## src/hw/rtl/sqia_pkg.sv

```systemverilog
// Package for the service queue ID allocator: widths, command codes, cell control types.
`default_nettype none
package sqia_pkg;

    localparam int ID_W        = 4;
    localparam int LEN_W       = 5;
    localparam int CMD_W       = 2;
    localparam int DEF_MAX_IDS = 16;

    localparam logic [CMD_W-1:0] CMD_GIVE  = 2'd0;
    localparam logic [CMD_W-1:0] CMD_SEAT  = 2'd1;
    localparam logic [CMD_W-1:0] CMD_KICK  = 2'd2;
    localparam logic [CMD_W-1:0] CMD_BRIBE = 2'd3;

    // queue cell controls, already qualified by success
    typedef struct packed {
        logic give;
        logic seat;
        logic kick;
        logic bribe;
    } qctl_t;

    // free stack cell controls
    typedef struct packed {
        logic push;
        logic pop;
    } sctl_t;

endpackage
`default_nettype wire

```

## src/hw/rtl/service_queue_id_allocator.sv

```systemverilog
// Top level of the service queue ID allocator: command decode, counters, cell chains.
//
// channel  direction  ports
// s_       in         s_valid s_ready s_command s_buzzer_id
// m_       out        m_valid m_ready m_id_out m_success m_queue_length
//
// Each item is registered on take, then executed before the next is taken: matched
// over the queue cells while the cell chains shift. The match is a ripple OR along
// the queue chain. Reset clears the counters and the handshake state; cell contents
// need none. A result held in the output register stalls only the next execute step.
`default_nettype none
module service_queue_id_allocator #(
    parameter int MAX_IDS = sqia_pkg::DEF_MAX_IDS
) (
    input  wire                          aclk,
    input  wire                          aresetn,
    input  wire                          s_valid,
    output logic                         s_ready,
    input  wire [sqia_pkg::CMD_W-1:0]    s_command,
    input  wire [sqia_pkg::ID_W-1:0]     s_buzzer_id,
    output logic                         m_valid,
    input  wire                          m_ready,
    output logic [sqia_pkg::ID_W-1:0]    m_id_out,
    output logic                         m_success,
    output logic [sqia_pkg::LEN_W-1:0]   m_queue_length
);

    localparam int IDX_W = $clog2(MAX_IDS);
    localparam int SID_W = (IDX_W > sqia_pkg::ID_W) ? IDX_W : sqia_pkg::ID_W;
    localparam int CNT_W = $clog2(MAX_IDS + 1);
    localparam logic [CNT_W-1:0] CNT_MAX = CNT_W'(MAX_IDS);

    logic                       busy_reg;
    logic [sqia_pkg::CMD_W-1:0] cmd_reg;
    logic [SID_W-1:0]           named_reg;
    logic [CNT_W-1:0]           wcnt_reg, wcnt_next;
    logic [CNT_W-1:0]           rcnt_reg, rcnt_next;
    logic [CNT_W-1:0]           created_reg, created_next;
    logic                       m_valid_reg;
    logic [sqia_pkg::ID_W-1:0]  m_id_reg;
    logic                       m_success_reg;
    logic [sqia_pkg::LEN_W-1:0] m_len_reg;

    logic [SID_W-1:0] q_id [MAX_IDS];
    logic [SID_W-1:0] s_id [MAX_IDS];
    logic             hit  [MAX_IDS+1];

    logic             exec;
    logic             have_free;
    logic             fresh;
    logic             give_ok;
    logic             seat_ok;
    logic             found;
    logic             ok;
    logic [SID_W-1:0] give_id;
    logic [SID_W-1:0] push_id;
    logic [SID_W-1:0] id_res;
    sqia_pkg::qctl_t  qctl;
    sqia_pkg::sctl_t  sctl;

    assign s_ready = !busy_reg;
    assign exec    = busy_reg && (!m_valid_reg || m_ready);

    assign have_free = rcnt_reg != '0;
    assign fresh     = created_reg < CNT_MAX;
    assign give_id   = have_free ? s_id[0] : SID_W'(created_reg);
    assign give_ok   = (have_free || fresh) && (wcnt_reg < CNT_MAX);
    assign seat_ok   = wcnt_reg != '0;
    assign found     = hit[MAX_IDS];
    assign push_id   = (cmd_reg == sqia_pkg::CMD_SEAT) ? q_id[0] : named_reg;

    always_comb begin
        qctl         = '0;
        sctl         = '0;
        wcnt_next    = wcnt_reg;
        rcnt_next    = rcnt_reg;
        created_next = created_reg;
        ok           = 1'b0;
        id_res       = named_reg;
        case (cmd_reg)
            sqia_pkg::CMD_GIVE: begin
                ok     = give_ok;
                id_res = give_ok ? give_id : '0;
                if (exec && give_ok) begin
                    qctl.give = 1'b1;
                    wcnt_next = wcnt_reg + 1'b1;
                    if (have_free) begin
                        sctl.pop  = 1'b1;
                        rcnt_next = rcnt_reg - 1'b1;
                    end else begin
                        created_next = created_reg + 1'b1;
                    end
                end
            end
            sqia_pkg::CMD_SEAT: begin
                ok     = seat_ok;
                id_res = seat_ok ? q_id[0] : '0;
                if (exec && seat_ok) begin
                    qctl.seat = 1'b1;
                    sctl.push = 1'b1;
                    wcnt_next = wcnt_reg - 1'b1;
                    rcnt_next = rcnt_reg + 1'b1;
                end
            end
            sqia_pkg::CMD_KICK: begin
                ok = found;
                if (exec && found) begin
                    qctl.kick = 1'b1;
                    sctl.push = 1'b1;
                    wcnt_next = wcnt_reg - 1'b1;
                    rcnt_next = rcnt_reg + 1'b1;
                end
            end
            default: begin
                ok = found;
                if (exec && found) begin
                    qctl.bribe = 1'b1;
                end
            end
        endcase
    end

    assign hit[0] = 1'b0;

    for (genvar i = 0; i < MAX_IDS; i++) begin : g_cells
        logic [SID_W-1:0] q_left, q_right, s_left, s_right;
        assign q_left  = (i == 0) ? named_reg : q_id[(i == 0) ? 0 : i-1];
        assign q_right = (i == MAX_IDS-1) ? '0 : q_id[(i == MAX_IDS-1) ? i : i+1];
        assign s_left  = (i == 0) ? push_id : s_id[(i == 0) ? 0 : i-1];
        assign s_right = (i == MAX_IDS-1) ? '0 : s_id[(i == MAX_IDS-1) ? i : i+1];

        sqia_qcell #(
            .IDX   (i),
            .SID_W (SID_W),
            .CNT_W (CNT_W)
        ) u_qcell (
            .aclk     (aclk),
            .ctl      (qctl),
            .count    (wcnt_reg),
            .give_id  (give_id),
            .named    (named_reg),
            .left_id  (q_left),
            .right_id (q_right),
            .hit_in   (hit[i]),
            .hit_out  (hit[i+1]),
            .id_o     (q_id[i])
        );

        sqia_scell #(
            .SID_W (SID_W)
        ) u_scell (
            .aclk     (aclk),
            .ctl      (sctl),
            .left_id  (s_left),
            .right_id (s_right),
            .id_o     (s_id[i])
        );
    end

    always_ff @(posedge aclk) begin
        if (!aresetn) begin
            busy_reg    <= 1'b0;
            wcnt_reg    <= '0;
            rcnt_reg    <= '0;
            created_reg <= '0;
            m_valid_reg <= 1'b0;
        end else begin
            wcnt_reg    <= wcnt_next;
            rcnt_reg    <= rcnt_next;
            created_reg <= created_next;
            if (s_valid && s_ready) begin
                busy_reg <= 1'b1;
            end else if (exec) begin
                busy_reg <= 1'b0;
            end
            if (exec) begin
                m_valid_reg <= 1'b1;
            end else if (m_ready) begin
                m_valid_reg <= 1'b0;
            end
        end
    end

    always_ff @(posedge aclk) begin
        if (s_valid && s_ready) begin
            cmd_reg   <= s_command;
            named_reg <= SID_W'(s_buzzer_id);
        end
        if (exec) begin
            m_id_reg      <= sqia_pkg::ID_W'(id_res);
            m_success_reg <= ok;
            m_len_reg     <= sqia_pkg::LEN_W'(wcnt_next);
        end
    end

    assign m_valid        = m_valid_reg;
    assign m_id_out       = m_id_reg;
    assign m_success      = m_success_reg;
    assign m_queue_length = m_len_reg;

endmodule
`default_nettype wire

```

## src/hw/rtl/sqia_qcell.sv

```systemverilog
// One queue cell: holds a waiting ID, matches the named ID, shifts with its neighbors.
`default_nettype none
module sqia_qcell #(
    parameter int IDX   = 0,
    parameter int SID_W = 4,
    parameter int CNT_W = 5
) (
    input  wire                 aclk,
    input  sqia_pkg::qctl_t     ctl,
    input  wire [CNT_W-1:0]     count,
    input  wire [SID_W-1:0]     give_id,
    input  wire [SID_W-1:0]     named,
    input  wire [SID_W-1:0]     left_id,
    input  wire [SID_W-1:0]     right_id,
    input  wire                 hit_in,
    output logic                hit_out,
    output logic [SID_W-1:0]    id_o
);

    logic [SID_W-1:0] id_reg;
    logic [SID_W-1:0] id_next;
    logic             occupied;
    logic             is_tail;

    assign occupied = CNT_W'(IDX) < count;
    assign is_tail  = CNT_W'(IDX) == count;
    assign hit_out  = hit_in | (occupied && (id_reg == named));
    assign id_o     = id_reg;

    always_comb begin
        id_next = id_reg;
        if (ctl.give && is_tail) begin
            id_next = give_id;
        end else if (ctl.seat) begin
            id_next = right_id;
        end else if (ctl.kick && hit_out) begin
            id_next = right_id;
        end else if (ctl.bribe && !hit_in) begin
            id_next = left_id;
        end
    end

    always_ff @(posedge aclk) begin
        id_reg <= id_next;
    end

endmodule
`default_nettype wire

```

## src/hw/rtl/sqia_scell.sv

```systemverilog
// One free stack cell: pushes take the left neighbor, pops take the right neighbor.
`default_nettype none
module sqia_scell #(
    parameter int SID_W = 4
) (
    input  wire                 aclk,
    input  sqia_pkg::sctl_t     ctl,
    input  wire [SID_W-1:0]     left_id,
    input  wire [SID_W-1:0]     right_id,
    output logic [SID_W-1:0]    id_o
);

    logic [SID_W-1:0] id_reg;
    logic [SID_W-1:0] id_next;

    assign id_o = id_reg;

    always_comb begin
        id_next = id_reg;
        if (ctl.push) begin
            id_next = left_id;
        end else if (ctl.pop) begin
            id_next = right_id;
        end
    end

    always_ff @(posedge aclk) begin
        id_reg <= id_next;
    end

endmodule
`default_nettype wire
```

## config.mk

```make
export PLATFORM = sky130hd
export DESIGN_NAME = service_queue_id_allocator
export DESIGN_NICKNAME = d
export VERILOG_FILES = /design/src/hw/rtl/sqia_pkg.sv /design/src/hw/rtl/service_queue_id_allocator.sv /design/src/hw/rtl/sqia_qcell.sv /design/src/hw/rtl/sqia_scell.sv
export SDC_FILE = /design/constraint.sdc
export NUM_CORES = 1
export LEC_CHECK = 0
export BUFFER_PORTS_ARGS = -buffer_cell sky130_fd_sc_hd__buf_2
export CORE_MARGIN = 1.5
export CORE_UTILIZATION = 55
export DETAILED_ROUTE_END_ITERATION = 6
export PLACE_DENSITY = 0.82
export SLEW_MARGIN = 20
export SYNTH_ARGS = -nofsm -noshare
export SYNTH_HDL_FRONTEND = slang
export SYNTH_SLANG_ARGS = --single-unit
```

## constraint.sdc

```tcl
create_clock -name aclk -period 8.4 [get_ports aclk]
set_input_delay 0 -clock aclk [delete_from_list [all_inputs] [get_ports aclk]]
set_output_delay 0 -clock aclk [all_outputs]
set_load 0.1 [all_outputs]
```

# Word-level counts from Yosys, hierarchy flattened
# Index checks and enable logic that the tools add are counted.
# totals
input_bits,10
register_bits,161
out_inout_bits,12
word_cells,359
# classes
n_lt_le_gt_ge,18
bitwise,16
mux,126
n_reduce_logical,115
addsub,5
n_eq_ne,37
# op_table
cell,n
2-to-1 mux 4 bit,100
logical AND 1 bit,69
== test 4 bit,16
nonzero test 4 bit,16
== test 4 x 5 -> 1 bit (first input constant),8
less-than comparator 4 x 5 -> 1 bit (first input constant),8
2-to-1 mux 5 bit,7
one-hot mux 5 bit (3 select lines),2
== test 3 x 5 -> 1 bit (first input constant),4
less-than comparator 3 x 5 -> 1 bit (first input constant),4
zero test 1 bit,17
adder 5 x 1 -> 5 bit (second input constant),3
bitwise OR 1 bit,15
2-to-1 mux 1 bit,14
== test 2 x 5 -> 1 bit (first input constant),2
less-than comparator 1 x 5 -> 1 bit (first input constant),2
less-than comparator 2 x 5 -> 1 bit (first input constant),2
less-than comparator 5 bit (second input constant),2
nonzero test 5 bit,2
subtractor 5 x 1 -> 5 bit (second input constant),2
one-hot mux 4 bit (2 select lines),1
!= test 2 bit (second input constant),3
nonzero test 2 bit,3
== test 1 x 5 -> 1 bit (first input constant),1
12 further kinds,14

# Depth between registers and ports, before layout
# Gate-level depths: netlist of the first run.
# depth
word_depth,25
ltp_mapped,14
ltp_nobuf,9

# Hierarchy
# Synthesis of the first run repeated with hierarchy kept, for this count alone.
# hier_totals
cells_unflattened,846
area_unflattened_um2,9967.1
# modules_own_cells
module,instances,area_each_um2,cells_each,seq_area_each_um2
sqia_scell,16,171.4,9,120.1
service_queue_id_allocator,1,1991.9,199,820.8
sqia_qcell at g_cells[10].u_qcell ...,2,315.3,31,120.1
sqia_qcell at g_cells[1].u_qcell,1,389.1,40,120.1
sqia_qcell at g_cells[9].u_qcell,1,366.6,33,120.1
sqia_qcell at g_cells[6].u_qcell,1,345.3,31,120.1
sqia_qcell at g_cells[3].u_qcell,1,339.1,31,120.1
sqia_qcell at g_cells[12].u_qcell,1,332.8,31,120.1
sqia_qcell at g_cells[5].u_qcell,1,324.1,31,120.1
sqia_qcell at g_cells[7].u_qcell,1,322.8,30,120.1
sqia_qcell at g_cells[8].u_qcell,1,317.8,32,120.1
sqia_qcell at g_cells[0].u_qcell,1,316.6,31,120.1
sqia_qcell at g_cells[11].u_qcell,1,312.8,29,120.1
sqia_qcell at g_cells[13].u_qcell,1,312.8,32,120.1
3 more rows,n/a,n/a,n/a,n/a

# Worst setup path before layout of the first run
# OpenSTA, ideal clock, no wires.
# synth_path
path_type,reg2reg
from,register m_valid_reg (netlist: m_valid)
to,"register g_cells[0].u_scell.id_reg[0], enable pin"
arrival_ns,5.914
setup_slack_ns,1.911
required_ns,7.825
synth_period_minus_slack_ns,6.489
setup_ns,0.575
path_stages_with_launch,7
n_path_buf,1
path_cell_list,dfxtp_1 -> nand2b_1 -> nand2_1 -> clkbuf_1 -> inv_1 -> nand2_1 -> o21ai_0
# synth_via
elab_chain_cells,7
word_cells_on_any_way,12
classes_between,5 x mux; 7 x reduce/logical
# synth_lines
item,line,rtl
"start, declared",service_queue_id_allocator.sv:39,logic m_valid_reg;
"start signal, assigned",service_queue_id_allocator.sv:166,m_valid_reg <= 1'b0;
"start signal, assigned",service_queue_id_allocator.sv:177,m_valid_reg <= 1'b1;
"start signal, assigned",service_queue_id_allocator.sv:179,m_valid_reg <= 1'b0;
zero test 1 bit *,service_queue_id_allocator.sv:62,assign exec = busy_reg && (!m_valid_reg || m_ready);
logical OR 1 bit *,service_queue_id_allocator.sv:62,
logical AND 1 bit *,service_queue_id_allocator.sv:62,
"logical AND 1 bit, on equally long branches","service_queue_id_allocator.sv:107, service_queue_id_allocator.sv:84, service_queue_id_allocator.sv:98",
"2-to-1 mux 1 bit, on equally long branches","service_queue_id_allocator.sv:107, service_queue_id_allocator.sv:84, service_queue_id_allocator.sv:98",
one-hot mux 1 bit (2 select lines) / 2-to-1 mux 1 bit (equally long branches),service_queue_id_allocator.sv:80,case (cmd_reg)
nonzero test 2 bit (no source line) *,n/a,
"end signal, assigned",sqia_scell.sv:28,id_reg <= id_next;
"end, declared",sqia_scell.sv:13,logic [SID_W-1:0] id_reg;
# Every way passes the cells marked *; elsewhere a longest branch is shown, timed or not.
# A chain may end at the register's enable or synchronous reset.

# Worst setup path in the final report of the first run
# layout_path
from,register named_reg[3] (netlist: g_cells[0].q_left[3])
to,"register g_cells[14].u_scell.id_reg[2], enable pin"
# layout_via
elab_chain_cells,21
word_cells_on_any_way,51
classes_between,16 x eq/ne; 2 x mux; 15 x bitwise; 18 x reduce/logical
# layout_lines
item,line,rtl
"start, declared",service_queue_id_allocator.sv:35,logic [SID_W-1:0] named_reg;
"start signal, assigned",service_queue_id_allocator.sv:187,named_reg <= SID_W'(s_buzzer_id);
== test 4 bit,sqia_qcell.sv:27,assign hit_out = hit_in | (occupied && (id_reg == named));
logical AND 1 bit,sqia_qcell.sv:27,
bitwise OR 1 bit (14 in series),sqia_qcell.sv:27,
bitwise OR 1 bit *,sqia_qcell.sv:27,
logical AND 1 bit *,service_queue_id_allocator.sv:107,if (exec && found) begin
2-to-1 mux 1 bit *,service_queue_id_allocator.sv:107,
one-hot mux 1 bit (2 select lines) *,service_queue_id_allocator.sv:80,
nonzero test 2 bit (no source line) *,n/a,
"end signal, assigned",sqia_scell.sv:28,
"end, declared",sqia_scell.sv:13,
# Marks and branches as above.

==> impl_table.tex, run 1 <==
\begin{tabular}{lr}
\hline
Metric & Value \\
\hline
\multicolumn{2}{l}{\textbf{Clocking}} \\
\quad CTS-repair resized insts & 0 \\
\quad Clock tree from TritonCTS & done \\
\quad Buffer levels on the longest clock path & 2 \\
\quad Insertion delay of the later-clocked pin in the worst-skew pair & roughly 0.44 ns \\
\quad Post-CTS setup repair buffer count & 0 \\
\quad TritonCTS Buffers & 17 \\
\quad H-tree depth & 4 \\
\quad Number of sinks handled by clock tree synthesis & around 160 \\
\quad Hold buffers post-CTS & 10 \\
\quad Clock-pin slew reported for the worst setup and hold paths after clock tree synthesis & about 0.07 ns \\
\quad CTS root buffer & sky130\_fd\_sc\_hd\_\_clkbuf\_16 \\
\multicolumn{2}{l}{\textbf{Synth}} \\
\quad Post-synth EDFFs & around 140 \\
\quad Syn Std Cell Area & around 0.0094 mm² \\
\quad Synth Instances & 861 \\
\quad Yosys warning total & 0 \\
\quad Share of synthesized area occupied by flip-flops and latches & 0.4965 \\
\quad Dominant synthesized flop cell & sky130\_fd\_sc\_hd\_\_edfxtp\_1 \\
\quad Synthesized netlist net count & around 890 \\
\quad Total of flip-flops plus latches after synthesis & between 150 and 200 \\
\quad Post-synth cell types & just under 70 \\
\quad Mean Syn Cell Area & roughly 11 µm² \\
\quad Fraction of registers with async set/reset & 0 \\
\multicolumn{2}{l}{\textbf{Critical path}} \\
\quad Arrival time at the worst endpoint & 5.20 ns \\
\quad Critical path peak fanout & a little over 60 \\
\quad Reg2Reg Setup Slack & 3.29 ns \\
\quad End of the critical path & g\_cells[14].u\_scell.id\_o[2] \\
\quad Req. time, crit path & around 8.5 ns \\
\quad Worst reg-to-reg path cell count & 9 \\
\quad Logic depth of the worst path, buffers included & 9 \\
\quad Endpoint type of the worst setup path & flip-flop \\
\quad Worst Setup Path Type & reg -> reg \\
\quad Startpoint Class & flip-flop \\
\quad Critical path cell sequence & xnor2\_1 > nand2\_1 > or4\_1 > or4b\_1 > or3\_1 > o31a\_1 > nand2\_8 > o21ai\_4 > buf\_4 \\
\quad Startpoint of the most critical setup path & g\_cells[0].q\_left[3] \\
\quad Crit-path slowest cell & sky130\_fd\_sc\_hd\_\_edfxtp\_1 \\
\quad Kind of cell adding the most delay to the critical path & simple AND/OR/NAND/NOR gates \\
\quad Capture point of the worst reg-to-reg path & g\_cells[14].u\_scell.id\_o[2] \\
\quad Start of the worst register-to-register path & g\_cells[0].q\_left[3] \\
\quad Count of buffering cells on the critical path with inverters included & 1 \\
\quad Worst stage delay on the critical path & 1.04 ns \\
\multicolumn{2}{l}{\textbf{Detailed routing}} \\
\quad Total length of routed wires & 21980 µm \\
\quad Vias per cell & about 6.3 \\
\quad Violation count after the first detailed-routing iteration & $\sim$820 \\
\quad Post-route antenna net violation count & 0 \\
\quad Average wire per cell in the routed design & roughly 20 µm \\
\quad Iteration count of the initial detailed-routing pass & 6 \\
\quad DRC & 0 \\
\quad Via Count & approximately 6900 \\
\multicolumn{2}{l}{\textbf{Power}} \\
\quad Cell Pwr Density & 184.6 mW/mm² \\
\quad Max IR drop VDD & around 150 µV \\
\quad Total leakage power & approximately 0.0035 µW \\
\multicolumn{2}{l}{\textbf{Place}} \\
\quad Post-detailed-placement half-perimeter wirelength & 14810 µm \\
\quad Quantity of I/O buffers inserted on ports & 21 \\
\quad Worst setup slack before clock tree synthesis & roughly 3.4 ns \\
\quad RePlAce Congestion & 0.8802 \\
\quad Total cell area at the placement stage & between 0.009 and 0.01 mm² \\
\multicolumn{2}{l}{\textbf{Cells and area}} \\
\quad Final std cell area, no fill & 0.01021 mm² \\
\quad Number of nets in the finished design & between 800 and 900 \\
\quad Sequential cell area & $\sim$0.0047 mm² \\
\quad Ant diodes & 0 \\
\quad Filler cell count in the final layout & between 1000 and 1500 \\
\quad Layout area overhead & 8.711\% \\
\quad Footprint of the multi-input gates & $\sim$0.0044 mm² \\
\quad Final core utilization & 0.6136 \\
\quad Layout cells sized above 1 & 0.08780 \\
\multicolumn{2}{l}{\textbf{Hold path}} \\
\quad Min-Delay Path Class & in -> reg \\
\multicolumn{2}{l}{\textbf{Timing}} \\
\quad Timing-limited maximum frequency & between 150 and 200 MHz \\
\quad Setup Skew & $\sim$0.012 ns \\
\quad Final WS setup & approximately 3.3 ns \\
\quad Post-route minimum period & just over 5 ns \\
\quad Worst hold slack across all endpoints & between 0.2 and 0.3 ns \\
\quad Final count of negative-setup-slack endpoints & 0 \\
\quad Total negative slack & 0 ns \\
\quad Part of the cycle the worst path needs & 0.6083 \\
\quad Final Max Slew Viols & 0 \\
\quad Number of endpoints with negative hold slack in the final report & 0 \\
\quad Unrepaired setup endpoints after global routing & false \\
\quad Relative slew slack & 0.3006 \\
\quad Least-Margin Pin Slew & $\sim$1.0 ns \\
\multicolumn{2}{l}{\textbf{Run status}} \\
\quad Result of the run & finished clean \\
\multicolumn{2}{l}{\textbf{Die}} \\
\quad Die span in y & approximately 130 µm \\
\quad Num rows & between 40 and 50 \\
\quad Boundary pin count & 22 \\
\quad Core outline area & approximately 0.017 mm² \\
\quad Die Width & between 100 and 150 µm \\
\quad Initial Util & 0.5645 \\
\quad Area of the die & around 0.018 mm² \\
\multicolumn{2}{l}{\textbf{Job}} \\
\quad Count of max-cap constraint violations & 0 \\
\multicolumn{2}{l}{\textbf{Global route}} \\
\quad Pin count of the biggest net entering global routing & 62 \\
\quad GRT Resource Usage Total & 0.2525 \\
\quad Antenna violations before repair & 0 \\
\quad Global-route wire length before repair & $\sim$35000 µm \\
\quad Total gr overflow & 0 \\
\quad Vias in the first global route & between 6000 and 7000 \\
\hline
\end{tabular}
cells in the final DEF (no fill, tap or decap), types with 4 or more instances in the layout:
master / instances
sky130_fd_sc_hd__dlygate4sd3_1: 10
sky130_fd_sc_hd__or3_1: 7
sky130_fd_sc_hd__nor3_1: 8
sky130_fd_sc_hd__nand2b_1: 7
sky130_fd_sc_hd__xnor2_1: 51
sky130_fd_sc_hd__nand3_1: 20
sky130_fd_sc_hd__mux2_1: 55
sky130_fd_sc_hd__buf_4: 5
sky130_fd_sc_hd__nor4_1: 5
sky130_fd_sc_hd__inv_1: 28
sky130_fd_sc_hd__nand4_1: 18
sky130_fd_sc_hd__nor2_1: 80
sky130_fd_sc_hd__and3_1: 6
sky130_fd_sc_hd__a31oi_1: 13
sky130_fd_sc_hd__or2_2: 5
sky130_fd_sc_hd__or4_1: 4
sky130_fd_sc_hd__nor2b_1: 5
sky130_fd_sc_hd__buf_2: 21
sky130_fd_sc_hd__clkinv_1: 4
sky130_fd_sc_hd__inv_6: 7
sky130_fd_sc_hd__a222oi_1: 4
sky130_fd_sc_hd__a21oi_1: 68
sky130_fd_sc_hd__ha_1: 13
sky130_fd_sc_hd__o21ai_0: 51
sky130_fd_sc_hd__edfxtp_1: 144
sky130_fd_sc_hd__nand2_1: 41
sky130_fd_sc_hd__mux2i_1: 49
sky130_fd_sc_hd__xor2_1: 19
sky130_fd_sc_hd__clkbuf_16: 17
sky130_fd_sc_hd__and2_1: 7
sky130_fd_sc_hd__o31a_1: 11
sky130_fd_sc_hd__a21o_1: 4
sky130_fd_sc_hd__o211ai_1: 8
sky130_fd_sc_hd__mux2_2: 5
sky130_fd_sc_hd__dfxtp_1: 17
sky130_fd_sc_hd__nand3b_1: 6
metrics by stage:
step / instances / total power (µW)
floorplan: 861 / 1091
global placement: 1055 / 1141
detailed placement: 1055 / 1148
CTS: 1097 / 1886
global route: 1097 / 1937
finish: 1097 / 1885
power breakdown:
part | internal, µW | leakage [µW] | total (µW) | switching (µW)
logic | 67.4 | 0.00182 | 221 | 154
clock network | 412 | 0.000270 | 746 | 334
registers | 892 | 0.00145 | 918 | 26.6
metal layers:
metal,part of all wire,global-route usage,routed length (µm),up-vias
met1,0.42,0.3494,9212,3332
met2,0.48,0.4039,10570,363
met5,0,0,0,-
li1,-,-,-,3206
met3,0.077,0.04642,1701,40
met4,0.023,0.08333,504,0
kinds of logic after synthesis:
family,after synthesis,synth area share
buffers and inverters,81,0.04076
AO/OA/AOI/OAI,198,0.1329
AND/OR/NAND/NOR,228,0.1209
multiplexers,109,0.1241
XOR/XNOR,70,0.06526
adder cells (fa/ha/maj),14,0.01945
flip-flops,161,0.4965
how the worst min path moves through the flow:
stage / end / cells after the start / startpoint
2_1_floorplan: cmd_reg[0] / 0 / s_command[0]
3_3_place_gp: g_cells[0].q_left[2] / 1 / s_buzzer_id[2]
3_5_place_dp: g_cells[0].q_left[1] / 1 / s_buzzer_id[1]
4_1_cts: g_cells[0].q_left[1] / 2 / s_buzzer_id[1]
5_1_grt: cmd_reg[1] / 2 / s_command[1]
6_report: g_cells[0].q_left[1] / 2 / s_buzzer_id[1]
cell usage after synthesis (4+ instances only):
cell,instances,share of area
sky130_fd_sc_hd__edfxtp_1,144,0.46
sky130_fd_sc_hd__nor2_1,80,0.032
sky130_fd_sc_hd__a21oi_1,68,0.036
sky130_fd_sc_hd__mux2_1,55,0.066
sky130_fd_sc_hd__o21ai_0,52,0.028
sky130_fd_sc_hd__xnor2_1,51,0.048
sky130_fd_sc_hd__mux2i_1,49,0.052
sky130_fd_sc_hd__nand2_1,41,0.016
sky130_fd_sc_hd__inv_1,28,0.011
sky130_fd_sc_hd__clkbuf_1,24,0.0096
sky130_fd_sc_hd__nand3_1,20,0.011
sky130_fd_sc_hd__xor2_1,19,0.018
sky130_fd_sc_hd__nand4_1,18,0.012
sky130_fd_sc_hd__dfxtp_1,17,0.036
sky130_fd_sc_hd__a31oi_1,13,0.0087
sky130_fd_sc_hd__ha_1,13,0.017
sky130_fd_sc_hd__o31a_1,11,0.010
sky130_fd_sc_hd__buf_1,8,0.0032
sky130_fd_sc_hd__buf_2,8,0.0043
sky130_fd_sc_hd__nor3_1,8,0.0043
sky130_fd_sc_hd__o211ai_1,8,0.0064
sky130_fd_sc_hd__and2_1,7,0.0047
sky130_fd_sc_hd__buf_6,7,0.0084
sky130_fd_sc_hd__nand2b_1,7,0.0047
sky130_fd_sc_hd__or3_1,7,0.0047
sky130_fd_sc_hd__and3_1,6,0.0040
sky130_fd_sc_hd__nand3b_1,6,0.0048
sky130_fd_sc_hd__nor4_1,6,0.0040
sky130_fd_sc_hd__mux2_2,5,0.0060
sky130_fd_sc_hd__nor2b_1,5,0.0033
sky130_fd_sc_hd__or2_2,5,0.0033
sky130_fd_sc_hd__a21o_1,4,0.0032
sky130_fd_sc_hd__a222oi_1,4,0.0043
sky130_fd_sc_hd__buf_4,4,0.0032
sky130_fd_sc_hd__or4_1,4,0.0032
worst register-to-register path, cell delays in order (launching register included):
cell and delay [ns]:
sky130_fd_sc_hd__edfxtp_1 1.04, sky130_fd_sc_hd__xnor2_1 0.21, sky130_fd_sc_hd__nand2_1 0.06, sky130_fd_sc_hd__or4_1 0.50
sky130_fd_sc_hd__or4b_1 0.34, sky130_fd_sc_hd__or3_1 0.34, sky130_fd_sc_hd__o31a_1 0.77, sky130_fd_sc_hd__nand2_8 0.43
sky130_fd_sc_hd__o21ai_4 0.53, sky130_fd_sc_hd__buf_4 0.52
cell type report:
cell class	instances	share of cell area
Inverter	29	0.01066
Sequential cell	161	0.4568
Timing Repair Buffer	36	0.02377
Clock inverter	14	0.01250
Multi-Input combinational cell	619	0.4273
Clock buffer	18	0.04202
Tap cell	220	0.02695
(Power assumes the default switching activity.)
==> run 2, diff against run 1 <==
==> constraint.sdc (replaced) <==
create_clock -name aclk -period 4.72 [get_ports aclk]
set_input_delay 0 -clock aclk [delete_from_list [all_inputs] [get_ports aclk]]
set_output_delay 0 -clock aclk [all_outputs]
set_load 0.1 [all_outputs]
==> run 2 against run 1 <==
Against the previous run:
- die area is the same
- utilization up 0.89 points
- largest cell class unchanged
- first-iteration DRC count is 0.73% higher
- critical path type unchanged
==> impl_table.tex, run 2 (synthesis results as in run 1) <==
\begin{tabular}{lr}
\hline
Metric & Value \\
\hline
\multicolumn{2}{l}{\textbf{Timing}} \\
\quad Post-route minimum period & a little over 4 ns \\
\quad Least-Margin Pin Slew & 1.009 ns \\
\quad Number of endpoints with negative hold slack in the final report & 0 \\
\quad Final Max Slew Viols & 0 \\
\quad Relative slew slack & 0.3276 \\
\quad Final count of negative-setup-slack endpoints & 0 \\
\quad Final WS setup & $\sim$0.57 ns \\
\quad Unrepaired setup endpoints after global routing & false \\
\quad Part of the cycle the worst path needs & 0.8803 \\
\quad Total negative slack & 0 ns \\
\quad Setup Skew & about 0.011 ns \\
\quad Timing-limited maximum frequency & approximately 240 MHz \\
\multicolumn{2}{l}{\textbf{Power}} \\
\quad Design internal power & 2500 µW \\
\quad Cell Pwr Density & roughly 330 mW/mm² \\
\quad Share of total power in the clock network & 0.402 \\
\quad Sw Ratio & 0.2686 \\
\quad Reg power frac & 0.475 \\
\quad Total leakage power & $\sim$0.0036 µW \\
\quad Power Total & about 3400 µW \\
\quad Net switching power & about 920 µW \\
\quad Max IR drop VDD & between 200 and 250 µV \\
\quad Portion of total power attributed to combinational logic & 0.123 \\
\multicolumn{2}{l}{\textbf{Clocking}} \\
\quad Post-CTS setup repair buffer count & 0 \\
\quad TritonCTS Buffers & 17 \\
\quad Hold buffers post-CTS & 10 \\
\quad Buffer levels on the longest clock path & 2 \\
\quad Clock tree from TritonCTS & done \\
\quad CTS-repair resized insts & 0 \\
\quad Clock-pin slew reported for the worst setup and hold paths after clock tree synthesis & 0.06 ns \\
\quad H-tree depth & 4 \\
\quad Insertion delay of the later-clocked pin in the worst-skew pair & approximately 0.44 ns \\
\quad Number of sinks handled by clock tree synthesis & 161 \\
\quad CTS root buffer & sky130\_fd\_sc\_hd\_\_clkbuf\_16 \\
\multicolumn{2}{l}{\textbf{Hold path}} \\
\quad Min-Delay Path Class & in -> reg \\
\multicolumn{2}{l}{\textbf{Global route}} \\
\quad Antenna violations before repair & 0 \\
\quad Global-route wire length before repair & between 30000 and 40000 µm \\
\quad Total gr overflow & 0 \\
\quad Vias in the first global route & between 6000 and 7000 \\
\quad Pin count of the biggest net entering global routing & 39 \\
\quad GRT Resource Usage Total & 0.2604 \\
\multicolumn{2}{l}{\textbf{Critical path}} \\
\quad Startpoint of the most critical setup path & wcnt\_reg[3] \\
\quad Start of the worst register-to-register path & wcnt\_reg[3] \\
\quad Capture point of the worst reg-to-reg path & g\_cells[12].u\_scell.id\_o[2] \\
\quad Worst reg-to-reg path cell count & 9 \\
\quad Startpoint Class & flip-flop \\
\quad Worst stage delay on the critical path & 0.67 ns \\
\quad End of the critical path & g\_cells[12].u\_scell.id\_o[2] \\
\quad Crit-path slowest cell & sky130\_fd\_sc\_hd\_\_or4b\_1 \\
\quad Critical path cell sequence & nor2\_1 > a211oi\_1 > o2bb2ai\_1 > or4b\_1 > or3\_1 > o31a\_1 > nand2\_8 > buf\_4 > mux2\_1 \\
\quad Worst Setup Path Type & reg -> reg \\
\quad Critical path peak fanout & 37 \\
\quad Endpoint type of the worst setup path & flip-flop \\
\quad Req. time, crit path & $\sim$5 ns \\
\quad Reg2Reg Setup Slack & between 0.5 and 0.6 ns \\
\quad Arrival time at the worst endpoint & 4.34 ns \\
\multicolumn{2}{l}{\textbf{Cells and area}} \\
\quad Layout Cells excl Fill & between 1000 and 1500 \\
\quad Footprint of the multi-input gates & approximately 0.0044 mm² \\
\quad Commonest cells after routing, fill and taps aside & sky130\_fd\_sc\_hd\_\_edfxtp\_1 (144), sky130\_fd\_sc\_hd\_\_nor2\_1 (80), sky130\_fd\_sc\_hd\_\_a21oi\_1 (68) \\
\quad Sequential cell area & roughly 0.0047 mm² \\
\quad Filler cell count in the final layout & about 1200 \\
\quad Layout area overhead & 10.30\% \\
\quad Most frequent standard cell in the layout excluding fill and tap cells & sky130\_fd\_sc\_hd\_\_edfxtp\_1 \\
\quad Ant diodes & 0 \\
\quad Layout cells sized above 1 & 0.1041 \\
\quad Final std cell area, no fill & about 0.010 mm² \\
\quad Number of nets in the finished design & about 900 \\
\multicolumn{2}{l}{\textbf{Place}} \\
\quad Quantity of I/O buffers inserted on ports & 21 \\
\quad Post-detailed-placement half-perimeter wirelength & between 15000 and 20000 µm \\
\quad RePlAce Congestion & just under 1 \\
\quad Post-placement cell count & $\sim$1100 \\
\quad Total cell area at the placement stage & about 0.0097 mm² \\
\quad Worst setup slack before clock tree synthesis & between 0.6 and 0.7 ns \\
\multicolumn{2}{l}{\textbf{Die}} \\
\quad Area of the die & 0.01787 mm² \\
\quad Boundary pin count & 22 \\
\quad Die span in y & $\sim$130 µm \\
\quad Die Width & about 130 µm \\
\quad Core outline area & between 0.015 and 0.02 mm² \\
\quad Initial Util & 0.5645 \\
\quad Num rows & 47 \\
\multicolumn{2}{l}{\textbf{Detailed routing}} \\
\quad Average wire per cell in the routed design & between 20 and 25 µm \\
\quad DRC & 0 \\
\quad Post-route antenna net violation count & 0 \\
\quad Violation count after the first detailed-routing iteration & a little over 800 \\
\quad Iteration count of the initial detailed-routing pass & 6 \\
\quad Vias per cell & 6.403 \\
\quad Total length of routed wires & $\sim$23000 µm \\
\quad Via Count & approximately 7100 \\
\multicolumn{2}{l}{\textbf{Job}} \\
\quad Count of max-cap constraint violations & 0 \\
\multicolumn{2}{l}{\textbf{Run status}} \\
\quad Result of the run & finished clean \\
\hline
\end{tabular}
[run 2: cell types whose count changed in the layout (fill, tap and decap cells not counted)]
cell and delta:
sky130_fd_sc_hd__clkinv_4 +1, sky130_fd_sc_hd__nor4_2 -1, sky130_fd_sc_hd__buf_12 +1, sky130_fd_sc_hd__buf_4 +15, sky130_fd_sc_hd__clkbuf_1 -1, sky130_fd_sc_hd__inv_6 -2
sky130_fd_sc_hd__clkinv_2 +1, sky130_fd_sc_hd__nor4_1 +1, sky130_fd_sc_hd__bufinv_16 +1
[run 2: worst max-delay path, delay by kind of cell (launching register included)]
kind	cells	cell delay [ns]
compound gates	3	0.77
flops	1	0.55
simple gates	4	1.84
buf+inv	1	0.36
mux	1	0.37
[run 2: how the worst min path moves through the flow]
stage               cells after the start                   end      startpoint
CTS                                     2  g_cells[0].q_left[1]  s_buzzer_id[1]
global placement                        1  g_cells[0].q_left[3]  s_buzzer_id[3]
global route                            2            cmd_reg[0]    s_command[0]
floorplan                               0            cmd_reg[0]    s_command[0]
detailed placement                      1  g_cells[0].q_left[1]  s_buzzer_id[1]
finish                                  2  g_cells[0].q_left[2]  s_buzzer_id[2]
[run 2: stage by stage]
stage / hold slack [ns] / util
after detailed placement: 0.1781 / 0.5818
after floorplan: 0.09887 / -
after CTS: 0.2607 / 0.6226
after global placement: 0.1784 / 0.5818
after global routing: 0.2710 / 0.6226
final: 0.2755 / 0.6226
[run 2: power by group through the flow]
stage / combinational [µW] / sequential [µW] / clock (µW)
floorplan: 259 / 1680 / 0
global placement: 396 / 1650 / 0
detailed placement: 405 / 1650 / 0
CTS: 415 / 1620 / 1380
global route: 450 / 1630 / 1440
finish: 422 / 1620 / 1370
[run 2: cell type report]
cell class,instances,area share
Sequential cell,161,0.4502
Multi-Input combinational cell,619,0.4206
Clock buffer,17,0.04106
Timing Repair Buffer,52,0.03623
Tap cell,220,0.02657
Clock inverter,15,0.01485
Inverter,29,0.01051
[run 2: layer usage]
metal  part of all wire  global-route usage
met1               0.43              0.3596
met5                  0                   0
met2               0.47              0.4136
met3              0.075             0.04338
met4              0.026              0.1014
